File: src/design/http_request_header_parser_assert.svh
// Assertion macros used by the parser RTL.
`ifndef HTTP_REQUEST_HEADER_PARSER_ASSERT_SVH
`define HTTP_REQUEST_HEADER_PARSER_ASSERT_SVH

// Implication checked in the same cycle.
`define HRP_ASSERT_IMPL(lbl, ante, cons) \
  lbl: assert property (@(posedge clk_i) disable iff (!rst_ni) (ante) |-> (cons)) \
    else $error("assertion failed");

// Implication checked in the following cycle.
`define HRP_ASSERT_NEXT(lbl, ante, cons) \
  lbl: assert property (@(posedge clk_i) disable iff (!rst_ni) (ante) |=> (cons)) \
    else $error("assertion failed");

`endif

File: src/design/hrp_pkg.sv
// ----------------------------------------------------------------------------
// hrp_pkg
// Types, constants and string helpers for the HTTP request header parser.
// ----------------------------------------------------------------------------
`timescale 1ns / 1ps

package hrp_pkg;

  localparam int unsigned LengthBitsDefault = 24;
  localparam int unsigned IdxBits = 6;
  localparam logic [IdxBits-1:0] IdxMax = '1;

  typedef enum logic [3:0] {
    PH_METHOD  = 4'd0,
    PH_PATH    = 4'd1,
    PH_REQLINE = 4'd2,
    PH_NAME    = 4'd4,
    PH_VSPACE  = 4'd5,
    PH_HOST    = 4'd6,
    PH_CKNAME  = 4'd7,
    PH_CKVAL   = 4'd8,
    PH_CKSPACE = 4'd9,
    PH_CONN    = 4'd10,
    PH_CLEN    = 4'd11,
    PH_OTHER   = 4'd12,
    PH_BODY    = 4'd13
  } phase_e;

  typedef enum logic [2:0] {
    KIND_PATH    = 3'd0,
    KIND_HOST    = 3'd1,
    KIND_SESSION = 3'd2,
    KIND_SUMMARY = 3'd3,
    KIND_BODY    = 3'd4
  } kind_e;

  typedef enum logic [1:0] {
    METH_GET     = 2'd0,
    METH_POST    = 2'd1,
    METH_UNKNOWN = 2'd2
  } method_e;

  typedef struct packed {
    phase_e             phase;
    logic [IdxBits-1:0] match_idx;
    logic [3:0]         name_cand;
    logic [1:0]         meth_cand;
    logic               ck_session;
    logic               ka_match;
    method_e            method_code;
    logic               ka_flag;
    logic               pending_cr;
    logic [7:0]         held_byte;
  } state_t;

  typedef struct packed {
    kind_e       kind;
    logic [7:0]  out_byte;
    logic        last;
    method_e     method;
    logic        keep_alive;
    logic [23:0] body_length;
  } result_t;

  localparam state_t StateReset = '{
    phase: PH_METHOD, match_idx: '0, name_cand: 4'hF, meth_cand: 2'b11,
    ck_session: 1'b0, ka_match: 1'b0, method_code: METH_UNKNOWN,
    ka_flag: 1'b0, pending_cr: 1'b0, held_byte: 8'h00
  };

  localparam logic [127:0] StrGet     = "GET";
  localparam logic [127:0] StrPost    = "POST";
  localparam logic [127:0] StrHost    = "Host";
  localparam logic [127:0] StrCookie  = "Cookie";
  localparam logic [127:0] StrSession = "session";
  localparam logic [127:0] StrConn    = "Connection";
  localparam logic [127:0] StrKeep    = "keep-alive";
  localparam logic [127:0] StrClen    = "Content-Length";

  localparam logic [7:0] ChSpace = 8'h20;
  localparam logic [7:0] ChCr    = 8'h0D;
  localparam logic [7:0] ChLf    = 8'h0A;
  localparam logic [7:0] ChColon = 8'h3A;
  localparam logic [7:0] ChSemi  = 8'h3B;
  localparam logic [7:0] ChEq    = 8'h3D;
  localparam logic [7:0] ChPlus  = 8'h2B;
  localparam logic [7:0] ChMinus = 8'h2D;
  localparam logic [7:0] ChZero  = 8'h30;
  localparam logic [7:0] ChNine  = 8'h39;
  localparam logic [7:0] ChTab   = 8'h09;
  localparam logic [7:0] ChFf    = 8'h0C;

  // True when the byte equals character idx of a keyword of length len.
  function automatic logic kw_hit(input logic [127:0] s, input logic [IdxBits-1:0] len,
                                  input logic [IdxBits-1:0] idx, input logic [7:0] b);
    int unsigned pos;
    logic hit;
    pos = 8 * (int'(len) - 1 - int'(idx));
    hit = 1'b0;
    if (idx < len) begin
      hit = (s[pos+:8] == b);
    end
    return hit;
  endfunction

endpackage

File: src/design/http_request_header_parser.sv
// A result is loaded into the output register when its byte is accepted.
// Throughput: one byte per cycle while the output is not stalled; the parse step is a single combinational pass.
// A byte is accepted whenever the output register is empty or is being drained.
// Reset: rst_ni clears the parse state to the method phase and empties the output.
// ----------------------------------------------------------------------------
// http_request_header_parser
// Byte-wide HTTP request header parser with registered state and result.
// ----------------------------------------------------------------------------
`timescale 1ns / 1ps
`include "http_request_header_parser_assert.svh"

module http_request_header_parser #(
  parameter int unsigned LengthBits = hrp_pkg::LengthBitsDefault
) (
  input  logic        clk_i,
  input  logic        rst_ni,
  input  logic        in_valid_i,
  output logic        in_ready_o,
  input  logic [7:0]  data_byte_i,
  input  logic        restart_i,
  output logic        out_valid_o,
  input  logic        out_ready_i,
  output logic [2:0]  kind_o,
  output logic [7:0]  out_byte_o,
  output logic        last_o,
  output logic [1:0]  method_o,
  output logic        keep_alive_o,
  output logic [23:0] body_length_o
);
  import hrp_pkg::*;

  state_t                st_q, st_d;
  logic [LengthBits-1:0] acc_q, acc_d;
  logic [LengthBits-1:0] rem_q, rem_d;
  logic                  res_valid;
  result_t               res;
  result_t               out_q;
  logic                  out_valid_q, out_valid_d;
  logic                  accept;

  hrp_step #(.LenBits(LengthBits)) u_step (
    .st_i        (st_q),
    .acc_i       (acc_q),
    .rem_i       (rem_q),
    .data_byte_i (data_byte_i),
    .restart_i   (restart_i),
    .st_o        (st_d),
    .acc_o       (acc_d),
    .rem_o       (rem_d),
    .res_valid_o (res_valid),
    .res_o       (res)
  );

  assign in_ready_o = !out_valid_q || out_ready_i;
  assign accept     = in_valid_i && in_ready_o;

  always_comb begin
    out_valid_d = out_valid_q;
    if (accept && res_valid) begin
      out_valid_d = 1'b1;
    end else if (out_ready_i) begin
      out_valid_d = 1'b0;
    end
  end

  always_ff @(posedge clk_i or negedge rst_ni) begin
    if (!rst_ni) begin
      st_q        <= StateReset;
      acc_q       <= '0;
      rem_q       <= '0;
      out_valid_q <= 1'b0;
    end else begin
      out_valid_q <= out_valid_d;
      if (accept) begin
        st_q  <= st_d;
        acc_q <= acc_d;
        rem_q <= rem_d;
      end
    end
  end

  always_ff @(posedge clk_i) begin
    if (accept && res_valid) begin
      out_q <= res;
    end
  end

  assign out_valid_o   = out_valid_q;
  assign kind_o        = out_q.kind;
  assign out_byte_o    = out_q.out_byte;
  assign last_o        = out_q.last;
  assign method_o      = out_q.method;
  assign keep_alive_o  = out_q.keep_alive;
  assign body_length_o = out_q.body_length;

  `HRP_ASSERT_IMPL(a_summary_last, out_valid_o && kind_o == KIND_SUMMARY, last_o)
  `HRP_ASSERT_IMPL(a_plain_no_meta, out_valid_o && kind_o != KIND_SUMMARY,
                   method_o == METH_GET && !keep_alive_o && body_length_o == 24'd0)
  `HRP_ASSERT_IMPL(a_ready_when_empty, !out_valid_o, in_ready_o)
  `HRP_ASSERT_NEXT(a_result_loaded, accept && res_valid, out_valid_o)

endmodule

File: src/design/hrp_step.sv
// ----------------------------------------------------------------------------
// hrp_step
// Next-state and result logic of the parser for one request byte.
// ----------------------------------------------------------------------------
`timescale 1ns / 1ps

module hrp_step #(
  parameter int unsigned LenBits = hrp_pkg::LengthBitsDefault
) (
  input  hrp_pkg::state_t st_i,
  input  logic [LenBits-1:0] acc_i,
  input  logic [LenBits-1:0] rem_i,
  input  logic [7:0]         data_byte_i,
  input  logic               restart_i,
  output hrp_pkg::state_t    st_o,
  output logic [LenBits-1:0] acc_o,
  output logic [LenBits-1:0] rem_o,
  output logic               res_valid_o,
  output hrp_pkg::result_t   res_o
);
  import hrp_pkg::*;

  state_t             s;
  logic [LenBits-1:0] acc;
  logic [LenBits-1:0] rem;
  logic [LenBits+3:0] prod;
  logic [31:0]        acc32;
  logic [7:0]         b;
  logic               done;
  logic               go_val;
  logic               rv;
  result_t            r;

  always_comb begin
    s      = st_i;
    acc    = acc_i;
    rem    = rem_i;
    b      = data_byte_i;
    done   = 1'b0;
    go_val = 1'b0;
    rv     = 1'b0;
    r      = '0;
    prod   = ({4'b0, acc_i} << 3) + ({4'b0, acc_i} << 1) + (LenBits+4)'(b - ChZero);
    acc32  = 32'(acc_i);
    if (restart_i) begin
      s   = StateReset;
      acc = '0;
      rem = '0;
    end
    case (s.phase)
      PH_METHOD: begin
        if (b == ChSpace) begin
          if (s.meth_cand[0] && s.match_idx == 6'd3) begin
            s.method_code = METH_GET;
          end else if (s.meth_cand[1] && s.match_idx == 6'd4) begin
            s.method_code = METH_POST;
          end else begin
            s.method_code = METH_UNKNOWN;
          end
          s.match_idx = '0;
          s.phase     = PH_PATH;
        end else begin
          if (!kw_hit(StrGet, 6'd3, s.match_idx, b)) s.meth_cand[0] = 1'b0;
          if (!kw_hit(StrPost, 6'd4, s.match_idx, b)) s.meth_cand[1] = 1'b0;
          if (s.match_idx != IdxMax) s.match_idx = s.match_idx + 6'd1;
        end
      end
      PH_PATH: begin
        if (b == ChSpace) begin
          if (s.match_idx != '0) begin
            rv = 1'b1; r.kind = KIND_PATH; r.out_byte = s.held_byte; r.last = 1'b1;
            s.match_idx = '0;
          end
          s.phase = PH_REQLINE;
        end else begin
          if (s.match_idx != '0) begin
            rv = 1'b1; r.kind = KIND_PATH; r.out_byte = s.held_byte;
          end
          s.held_byte = b;
          s.match_idx = 6'd1;
        end
      end
      PH_BODY: begin
        rem = rem - LenBits'(1);
        rv = 1'b1; r.kind = KIND_BODY; r.out_byte = b; r.last = (rem == '0);
        if (rem == '0) begin
          s   = StateReset;
          acc = '0;
        end
      end
      default: begin
        if (s.pending_cr) begin
          s.pending_cr = 1'b0;
          if (b == ChLf) begin
            done = 1'b1;
            if (s.phase == PH_NAME && s.match_idx == '0) begin
              rv = 1'b1; r.kind = KIND_SUMMARY; r.last = 1'b1;
              r.method = s.method_code; r.keep_alive = s.ka_flag;
              r.body_length = (acc32 > 32'hFFFFFF) ? 24'hFFFFFF : acc32[23:0];
              if (acc == '0) begin
                s   = StateReset;
                rem = '0;
              end else begin
                rem     = acc;
                s.phase = PH_BODY;
              end
            end else begin
              case (s.phase)
                PH_VSPACE: begin
                  if (s.name_cand[2]) s.ka_flag = 1'b0;
                  if (s.name_cand[3]) acc = '0;
                end
                PH_HOST: begin
                  if (s.match_idx != '0) begin
                    rv = 1'b1; r.kind = KIND_HOST; r.out_byte = s.held_byte; r.last = 1'b1;
                  end
                end
                PH_CKVAL: begin
                  if (s.ck_session && s.match_idx != '0) begin
                    rv = 1'b1; r.kind = KIND_SESSION; r.out_byte = s.held_byte;
                    r.last = 1'b1;
                  end
                end
                PH_CONN: s.ka_flag = s.ka_match && (s.match_idx == 6'd10);
                default: ;
              endcase
              s.phase     = PH_NAME;
              s.match_idx = '0;
              s.name_cand = 4'hF;
            end
          end
        end
        if (!done && b == ChCr) begin
          s.pending_cr = 1'b1;
          done = 1'b1;
        end
        if (!done) begin
          case (s.phase)
            PH_NAME: begin
              if (b == ChColon) begin
                s.name_cand = s.name_cand & {s.match_idx == 6'd14, s.match_idx == 6'd10,
                                             s.match_idx == 6'd6, s.match_idx == 6'd4};
                s.phase = PH_VSPACE;
              end else begin
                if (!kw_hit(StrHost, 6'd4, s.match_idx, b)) s.name_cand[0] = 1'b0;
                if (!kw_hit(StrCookie, 6'd6, s.match_idx, b)) s.name_cand[1] = 1'b0;
                if (!kw_hit(StrConn, 6'd10, s.match_idx, b)) s.name_cand[2] = 1'b0;
                if (!kw_hit(StrClen, 6'd14, s.match_idx, b)) s.name_cand[3] = 1'b0;
                if (s.match_idx != IdxMax) s.match_idx = s.match_idx + 6'd1;
              end
            end
            PH_VSPACE: begin
              if (b != ChSpace) begin
                s.match_idx = '0;
                go_val = 1'b1;
                if (s.name_cand[0]) begin
                  s.phase = PH_HOST;
                end else if (s.name_cand[1]) begin
                  s.phase = PH_CKNAME;
                  s.ck_session = 1'b1;
                end else if (s.name_cand[2]) begin
                  s.phase = PH_CONN;
                  s.ka_match = 1'b1;
                end else if (s.name_cand[3]) begin
                  s.phase = PH_CLEN;
                  acc = '0;
                  prod = (LenBits+4)'(b - ChZero);
                end else begin
                  s.phase = PH_OTHER;
                end
              end
            end
            PH_REQLINE: ;
            default: go_val = 1'b1;
          endcase
        end
        if (go_val) begin
          if (s.phase == PH_CKSPACE && b != ChSpace) begin
            s.phase = PH_CKNAME;
            s.ck_session = 1'b1;
            s.match_idx = '0;
          end
          case (s.phase)
            PH_HOST: begin
              if (s.match_idx != '0) begin
                rv = 1'b1; r.kind = KIND_HOST; r.out_byte = s.held_byte;
              end
              s.held_byte = b;
              s.match_idx = 6'd1;
            end
            PH_CKNAME: begin
              if (b == ChEq) begin
                s.ck_session = s.ck_session && (s.match_idx == 6'd7);
                s.match_idx = '0;
                s.phase = PH_CKVAL;
              end else if (b == ChSemi) begin
                s.phase = PH_CKSPACE;
              end else begin
                if (!kw_hit(StrSession, 6'd7, s.match_idx, b)) s.ck_session = 1'b0;
                if (s.match_idx != IdxMax) s.match_idx = s.match_idx + 6'd1;
              end
            end
            PH_CKVAL: begin
              if (b == ChSemi) begin
                if (s.ck_session && s.match_idx != '0) begin
                  rv = 1'b1; r.kind = KIND_SESSION; r.out_byte = s.held_byte; r.last = 1'b1;
                end
                s.match_idx = '0;
                s.phase = PH_CKSPACE;
              end else if (s.ck_session) begin
                if (s.match_idx != '0) begin
                  rv = 1'b1; r.kind = KIND_SESSION; r.out_byte = s.held_byte;
                end
                s.held_byte = b;
                s.match_idx = 6'd1;
              end
            end
            PH_CONN: begin
              if (!kw_hit(StrKeep, 6'd10, s.match_idx, b)) s.ka_match = 1'b0;
              if (s.match_idx != IdxMax) s.match_idx = s.match_idx + 6'd1;
            end
            PH_CLEN: begin
              if (s.match_idx != 6'd2) begin
                if (b >= ChZero && b <= ChNine) begin
                  acc = (prod[LenBits+3:LenBits] != '0) ? '1 : prod[LenBits-1:0];
                  s.match_idx = 6'd1;
                end else if (s.match_idx == '0 &&
                             (b == ChSpace || (b >= ChTab && b <= ChFf))) begin
                  s.match_idx = '0;
                end else if (s.match_idx == '0 && b == ChPlus) begin
                  s.match_idx = 6'd1;
                end else begin
                  if (s.match_idx == '0 && b == ChMinus) acc = '0;
                  s.match_idx = 6'd2;
                end
              end
            end
            default: ;
          endcase
        end
      end
    endcase
  end

  assign st_o        = s;
  assign acc_o       = acc;
  assign rem_o       = rem;
  assign res_valid_o = rv;
  assign res_o       = r;

endmodule
File: config.mk
export PLATFORM = sky130hd
export DESIGN_NAME = http_request_header_parser
export DESIGN_NICKNAME = d
export VERILOG_FILES = /design/src/design/hrp_pkg.sv /design/src/design/http_request_header_parser.sv /design/src/design/hrp_step.sv
export VERILOG_INCLUDE_DIRS = /design/src /design/src/design
export SDC_FILE = /design/constraint.sdc
export NUM_CORES = 1
export LEC_CHECK = 0
export BUFFER_PORTS_ARGS = -buffer_cell sky130_fd_sc_hd__buf_2
export CAP_MARGIN = 20
export CORE_ASPECT_RATIO = 1.5
export CORE_MARGIN = 4
export CORE_UTILIZATION = 29
export DETAILED_ROUTE_END_ITERATION = 10
export SKIP_LAST_GASP = 1
export SLEW_MARGIN = 20
export SYNTH_ARGS = -nofsm -noshare
export SYNTH_HDL_FRONTEND = slang
export SYNTH_HIERARCHICAL = 1
export SYNTH_SLANG_ARGS = --single-unit
File: constraint.sdc
create_clock -name clk_i -period 12.36 [get_ports clk_i]
set_input_delay 2.472 -clock clk_i [delete_from_list [all_inputs] [get_ports clk_i]]
set_output_delay 2.472 -clock clk_i [all_outputs]
set_load 0.05 [all_outputs]
==> results of run 1 <==
cell families (layout without fill, tap and decap cells):
| family | count (synthesis) | after routing |
|---|---|---|
| compound gates | 532 | 532 |
| mux | 86 | 86 |
| flops | 118 | 118 |
| buf+inv | 171 | 177 |
| simple gates | 585 | 585 |
| xor+xnor | 54 | 54 |
| fa+ha+maj | 79 | 79 |
path summary, 6_finish.rpt:
| path | startpoint | to | slack (ns) | cells after the start |
|---|---|---|---|---|
| max | restart_i | st_q[12] | 2.83 | 25 |
| min | st_q[3] | st_q[3] | 0.51 | 1 |
| max reg2reg | st_q[21] | st_q[12] | 4.36 | 24 |
| min reg2reg | st_q[3] | st_q[3] | 0.51 | 1 |
| max in group asynchronous | rst_ni | acc_q[3] | 9.31 | 2 |
| min in group asynchronous | rst_ni | rem_q[9] | 1.98 | 1 |
Yosys cell counts (13+ instances only):
cell type	count
nand4_1	29
edfxtp_1	39
mux2_4	20
dfrtp_1	72
nand3_1	57
mux2_2	59
o22ai_1	13
xnor2_1	36
o21ai_0	121
nor4_1	26
o211ai_1	21
a21oi_1	112
xor2_1	18
fa_1	23
o21a_1	19
a22oi_1	15
nand2_1	122
a31oi_1	26
nor3_1	50
inv_1	56
and3_1	31
nor2b_1	20
a21o_1	20
nor2_1	147
ha_1	56
clkbuf_1	72
and2_1	17
buf_2	20
a211oi_1	13
registers in the layout, indices dropped and copies added, names as in the netlist:
name           cells
acc_q             24
body_length_o     24
keep_alive_o       1
kind_o             3
last_o             1
method_o           2
out_byte_o         8
out_valid_o        1
rem_q             24
st_q              30
cell type report:
class / count / area share [%]
tap: 582 / 5.00
timing repair buffer: 85 / 3.57
inverter: 60 / 1.55
sequential: 118 / 21.7
clock inverter: 10 / 0.885
multi-input combinational: 1336 / 64.1
clock buffer: 22 / 3.19
critical path, cell delays in order:
cell	delay [ns]
buf_2	0.25
nor2b_1	0.20
inv_1	0.27
ha_1	0.28
and2_1	0.22
and4_1	0.69
o21ai_1	0.46
a21oi_1	0.56
ha_1	0.44
nand4_1	0.31
a22oi_1	0.29
a21oi_2	0.13
o21a_1	0.34
nor2_1	0.38
inv_1	0.09
ha_1	0.34
inv_1	0.32
o2111ai_1	0.16
a2111oi_0	0.35
or4_1	0.34
o31ai_1	0.12
a32o_1	0.22
a31o_1	0.22
o311a_1	0.13
mux2_2	0.26
through the flow:
step / setup slack, ns / total power, mW / std cells / hold WS [ns]
after global routing: 2.18 / 1.38 / 2213 / 0.531
final: 2.83 / 1.32 / 2213 / 0.510
after CTS: 3.07 / 1.32 / 2212 / 0.512
after floorplan: 3.46 / 0.699 / 1625 / 0.474
after global placement: 2.90 / 0.806 / 2180 / 0.493
after detailed placement: 2.62 / 0.807 / 2180 / 0.498
power breakdown:
part	switching [mW]	internal (mW)
Sequential	0.00889	0.406
Clock	0.187	0.325
Combinational	0.263	0.135
Total	0.459	0.865
layer usage:
| layer | vias to the layer above | routed length (um) | track usage (%) |
|---|---|---|---|
| li1 | 6137 | - | - |
| met4 | 2 | 3970 | 14.3 |
| met5 | - | 8 | 0 |
| met2 | 656 | 26800 | 37.1 |
| met1 | 6617 | 19600 | 22.9 |
| met3 | 192 | 3160 | 2.70 |
==> impl_metrics.tcl, run 1 <==
set metrics [dict create \
    report.final.slew_viol_count 0 \
    drc_errors 0 \
    grt_pass1_wl_um 81100 \
    wirelength_um 53600 \
    io_buffers 53 \
    num_io_pins 54 \
    mostFrequentLayoutCells "147 x nor2_1, 122 x nand2_1, 121 x o21ai_0" \
    hp-class "flip-flop to flip-flop" \
    synth_edf_count 39 \
    seqCellArea_mm2 0.00316 \
    die_h_um 270 \
    critical_path_class "input port to flip-flop" \
    synth_adder_area_share_pct 8.78 \
    avgSynthCellArea_um2 8.14 \
    yosys_warnings 6 \
    ant_nets 0 \
    dpl_cell_area_mm2 0.0140 \
    yosys.area_share.xor_xnor_pct 3.58 \
    finalHoldViolations 0 \
    cts_max_path_buffers 2 \
    hpwl_um 39500 \
    grt_pass1_vias 13400 \
    area_growth_pct 10.2 \
    htree_levels 4 \
    rows 95 \
    groute.usage.overall_pct 20.9 \
    ctsResizeCount 0 \
    root_buffer "clkbuf_16" \
    wl_per_cell_um 24.2 \
    maxCapViolations 0 \
    clk_pin_slew_worst_paths_ns 0.06 \
    n_fill_cell 4739 \
    via_count 13600 \
    finalInstanceArea_mm2 0.0146 \
    fin_crit_ns 9.53 \
    ys_types 101 \
    ys_ff_latch 118 \
    gp_congestion 0.962 \
    rsz0062_at_grt "no" \
    synth.area.top_cells "dfrtp_1 14%, edfxtp_1 8.9%, ha_1 5.3%, mux2_2 5.0%, o21ai_0 4.6%" \
    hold_buffers 0 \
    synth_fp_nets 1717 \
    synth-compound-area-share_pct 27.6 \
    final_core_util_pct 32.4 \
    multi_input_area_mm2 0.00935 \
    start_util_pct 29.4 \
    synth-simple-area-share_pct 22.9 \
    async_flop_share_pct 66.9 \
    p_leak_nw 6.14 \
    endpoint_kind "flip-flop" \
    drtIter0Drc 1361 \
    tightest_slew_ns 1.21 \
    finalCritPeriodShare_pct 77.1 \
    drive_gt1_share_pct 15.0 \
    antenna_cells 0 \
    final_common_cell "nor2_1" \
    fmax_mhz 105 \
    core_area_mm2 0.0449 \
    synth_top_cell_by_area "dfrtp_1" \
    cts_buffers 17 \
    synth_top_area_share_pct 13.6 \
    critPathMaxFanout 23 \
    synthFlopType "dfrtp_1" \
    die_x_um 182 \
    ir_worst_vdd_v 0.0000964 \
    synthCells 1625 \
    fin_tns_setup_ns 0 \
    syn_area_mm2 0.0132 \
    p_per_area_mw_per_mm2 90.8 \
    yosysSeqAreaShare_pct 23.9 \
    synth_top_family_by_area "compound AO/OA/AOI/OAI gates" \
    cts_tree "yes" \
    critical_path_arrival_ns 9.87 \
    fin_skew_ns 0.0169 \
    clkSinkCount 118 \
    detail_route.vias_per_cell 6.15 \
    grt_max_degree 66 \
    muxShareOfSynthArea_pct 7.82 \
    grt_overflow_total 0 \
    worstPathRequired_ns 12.70 \
    antenna_found_initial 1 \
    crit_path_start_kind "input port" \
    setup_violations 0 \
    post_cts_buffers 0 \
    clock_latency_ns 0.45 \
    run_status "completed" \
    dr.pass1.iters 9 \
    fin_nets 1710 \
    relSlewSlack_pct 19.2 \
    die_area_mm2 0.0492 \
]
Note: power is estimated with default switching activity, not from simulation.
==> run 2: changes to the inputs <==
- clock period: 12.36 -> 9.42 ns (I/O delays scaled with it)
==> impl_metrics.tcl, run 2 (same netlist as run 1, synthesis figures left out) <==
set metrics [dict create \
    io_buffers 53 \
    antenna_cells 0 \
    die_area_mm2 0.0492 \
    final_common_cell "nor2_1" \
    clkSinkCount 118 \
    grt_pass1_wl_um 81100 \
    drc_errors 0 \
    critical_path_class "input port to flip-flop" \
    clk_pin_slew_worst_paths_ns 0.07 \
    tightest_slew_ns 1.08 \
    fmax_mhz 123 \
    run_status "completed" \
    power_frac_comb_pct 30.7 \
    wl_per_cell_um 24.0 \
    fin_crit_ns 8.13 \
    antenna_found_initial 1 \
    start_util_pct 29.4 \
    swShare_pct 36.1 \
    n_fill_cell 4755 \
    wirelength_um 53400 \
    rsz0062_at_grt "no" \
    detail_route.vias_per_cell 6.08 \
    cts_max_path_buffers 2 \
    report.final.slew_viol_count 0 \
    critical_path_arrival_ns 8.45 \
    rows 95 \
    cts_tree "yes" \
    hpwl_um 39700 \
    p_switching_mw 0.622 \
    largest_register_ffs 30 \
    crit_path_max_incr_delay_ns 0.62 \
    final_core_util_pct 32.6 \
    p_per_area_mw_per_mm2 118 \
    dr.pass1.iters 6 \
    drtIter0Drc 1371 \
    grt_pass1_vias 13400 \
    crit_path_start_kind "input port" \
    finalCritPeriodShare_pct 86.3 \
    fin_tns_setup_ns 0 \
    drive_gt1_share_pct 15.8 \
    finalHoldViolations 0 \
    num_io_pins 54 \
    groute.usage.overall_pct 21.0 \
    clock_latency_ns 0.44 \
    worstPathRequired_ns 9.75 \
    hold_buffers 0 \
    largest_register "st_q" \
    root_buffer "clkbuf_16" \
    die_h_um 270 \
    via_count 13500 \
    clockPowerShare_pct 37.7 \
    hp-class "flip-flop to flip-flop" \
    die_x_um 182 \
    maxCapViolations 0 \
    core_area_mm2 0.0449 \
    mostFrequentLayoutCells "147 x nor2_1, 122 x nand2_1, 121 x o21ai_0" \
    ctsResizeCount 0 \
    relSlewSlack_pct 27.6 \
    post_cts_buffers 0 \
    critPathMaxFanout 13 \
    fin_nets 1723 \
    htree_levels 4 \
    setup_violations 0 \
    power_frac_seq_pct 31.6 \
    intPower_mw 1.10 \
    fin_skew_ns 0.0181 \
    p_leak_nw 6.18 \
    ir_worst_vdd_v 0.0000847 \
    area_growth_pct 10.7 \
    cts_buffers 17 \
    gp_congestion 1.01 \
    cp_slowest_cell "nor2_2" \
    ant_nets 0 \
    grt_max_degree 68 \
    endpoint_kind "flip-flop" \
    grt_overflow_total 0 \
]
==> run 2: path summary, 6_finish.rpt <==
check / slack, ns / depth (start not counted) / from / end
hold / removal: 0.51 / 1 / st_q[7] / st_q[7]
hold reg to reg: 0.51 / 1 / st_q[7] / st_q[7]
min in group asynchronous: 1.29 / 1 / rst_ni / rem_q[7]
setup reg to reg: 2.66 / 26 / st_q[23] / st_q[13]
setup / recovery: 1.29 / 26 / data_byte_i[4] / st_q[12]
max in group asynchronous: 6.89 / 2 / rst_ni / acc_q[2]
==> run 2: power by group through the flow <==
stage          clock [mW]  sequential [mW]  combinational [mW]
6_report            0.651            0.544               0.530
5_1_grt             0.681            0.544               0.572
4_1_cts             0.662            0.544               0.517
3_5_place_dp            0            0.554               0.515
3_3_place_gp            0            0.553               0.512
2_1_floorplan           0            0.545               0.372
==> run 2: area by class of cell <==
class / count / area [um2] / area share (%)
clock inverters: 14 / 136 / 0.931
clock buffers: 18 / 429 / 2.93
inverters: 60 / 225 / 1.54
multi-input cells: 1336 / 9350 / 63.8
repair buffers: 98 / 626 / 4.27
flip-flops and latches: 118 / 3160 / 21.6
well taps: 582 / 728 / 4.97
==> run 2: worst max-delay path, delay by kind of cell <==
family	cells	cell delay [ns]
fa+ha+maj	3	1.05
buf+inv	6	1.14
simple gates	7	2.08
mux	1	0.26
compound gates	9	2.00
==> run 2: metal layers <==
| layer | share of wire (%) | GRT usage (%) | vias to the layer above |
|---|---|---|---|
| met1 | 37 | 23.3 | 6545 |
| met2 | 50 | 36.9 | 623 |
| met4 | 8.0 | 14.3 | 2 |
| met3 | 5.7 | 2.56 | 199 |
| li1 | - | - | 6174 |
| met5 | 0.024 | 0 | - |
==> run 2: metrics by stage <==
| stage | hold WS, ns | setup WS (ns) | instances | total power [mW] | instance area [um2] |
|---|---|---|---|---|---|
| 5_1_grt | 0.530 | 0.754 | 2226 | 1.80 | 14600 |
| 3_3_place_gp | 0.493 | 1.17 | 2193 | 1.07 | 14100 |
| 6_report | 0.510 | 1.29 | 2226 | 1.73 | 14600 |
| 3_5_place_dp | 0.497 | 0.951 | 2193 | 1.07 | 14100 |
| 2_1_floorplan | 0.474 | 1.11 | 1625 | 0.917 | 13200 |
| 4_1_cts | 0.515 | 1.43 | 2225 | 1.72 | 14600 |
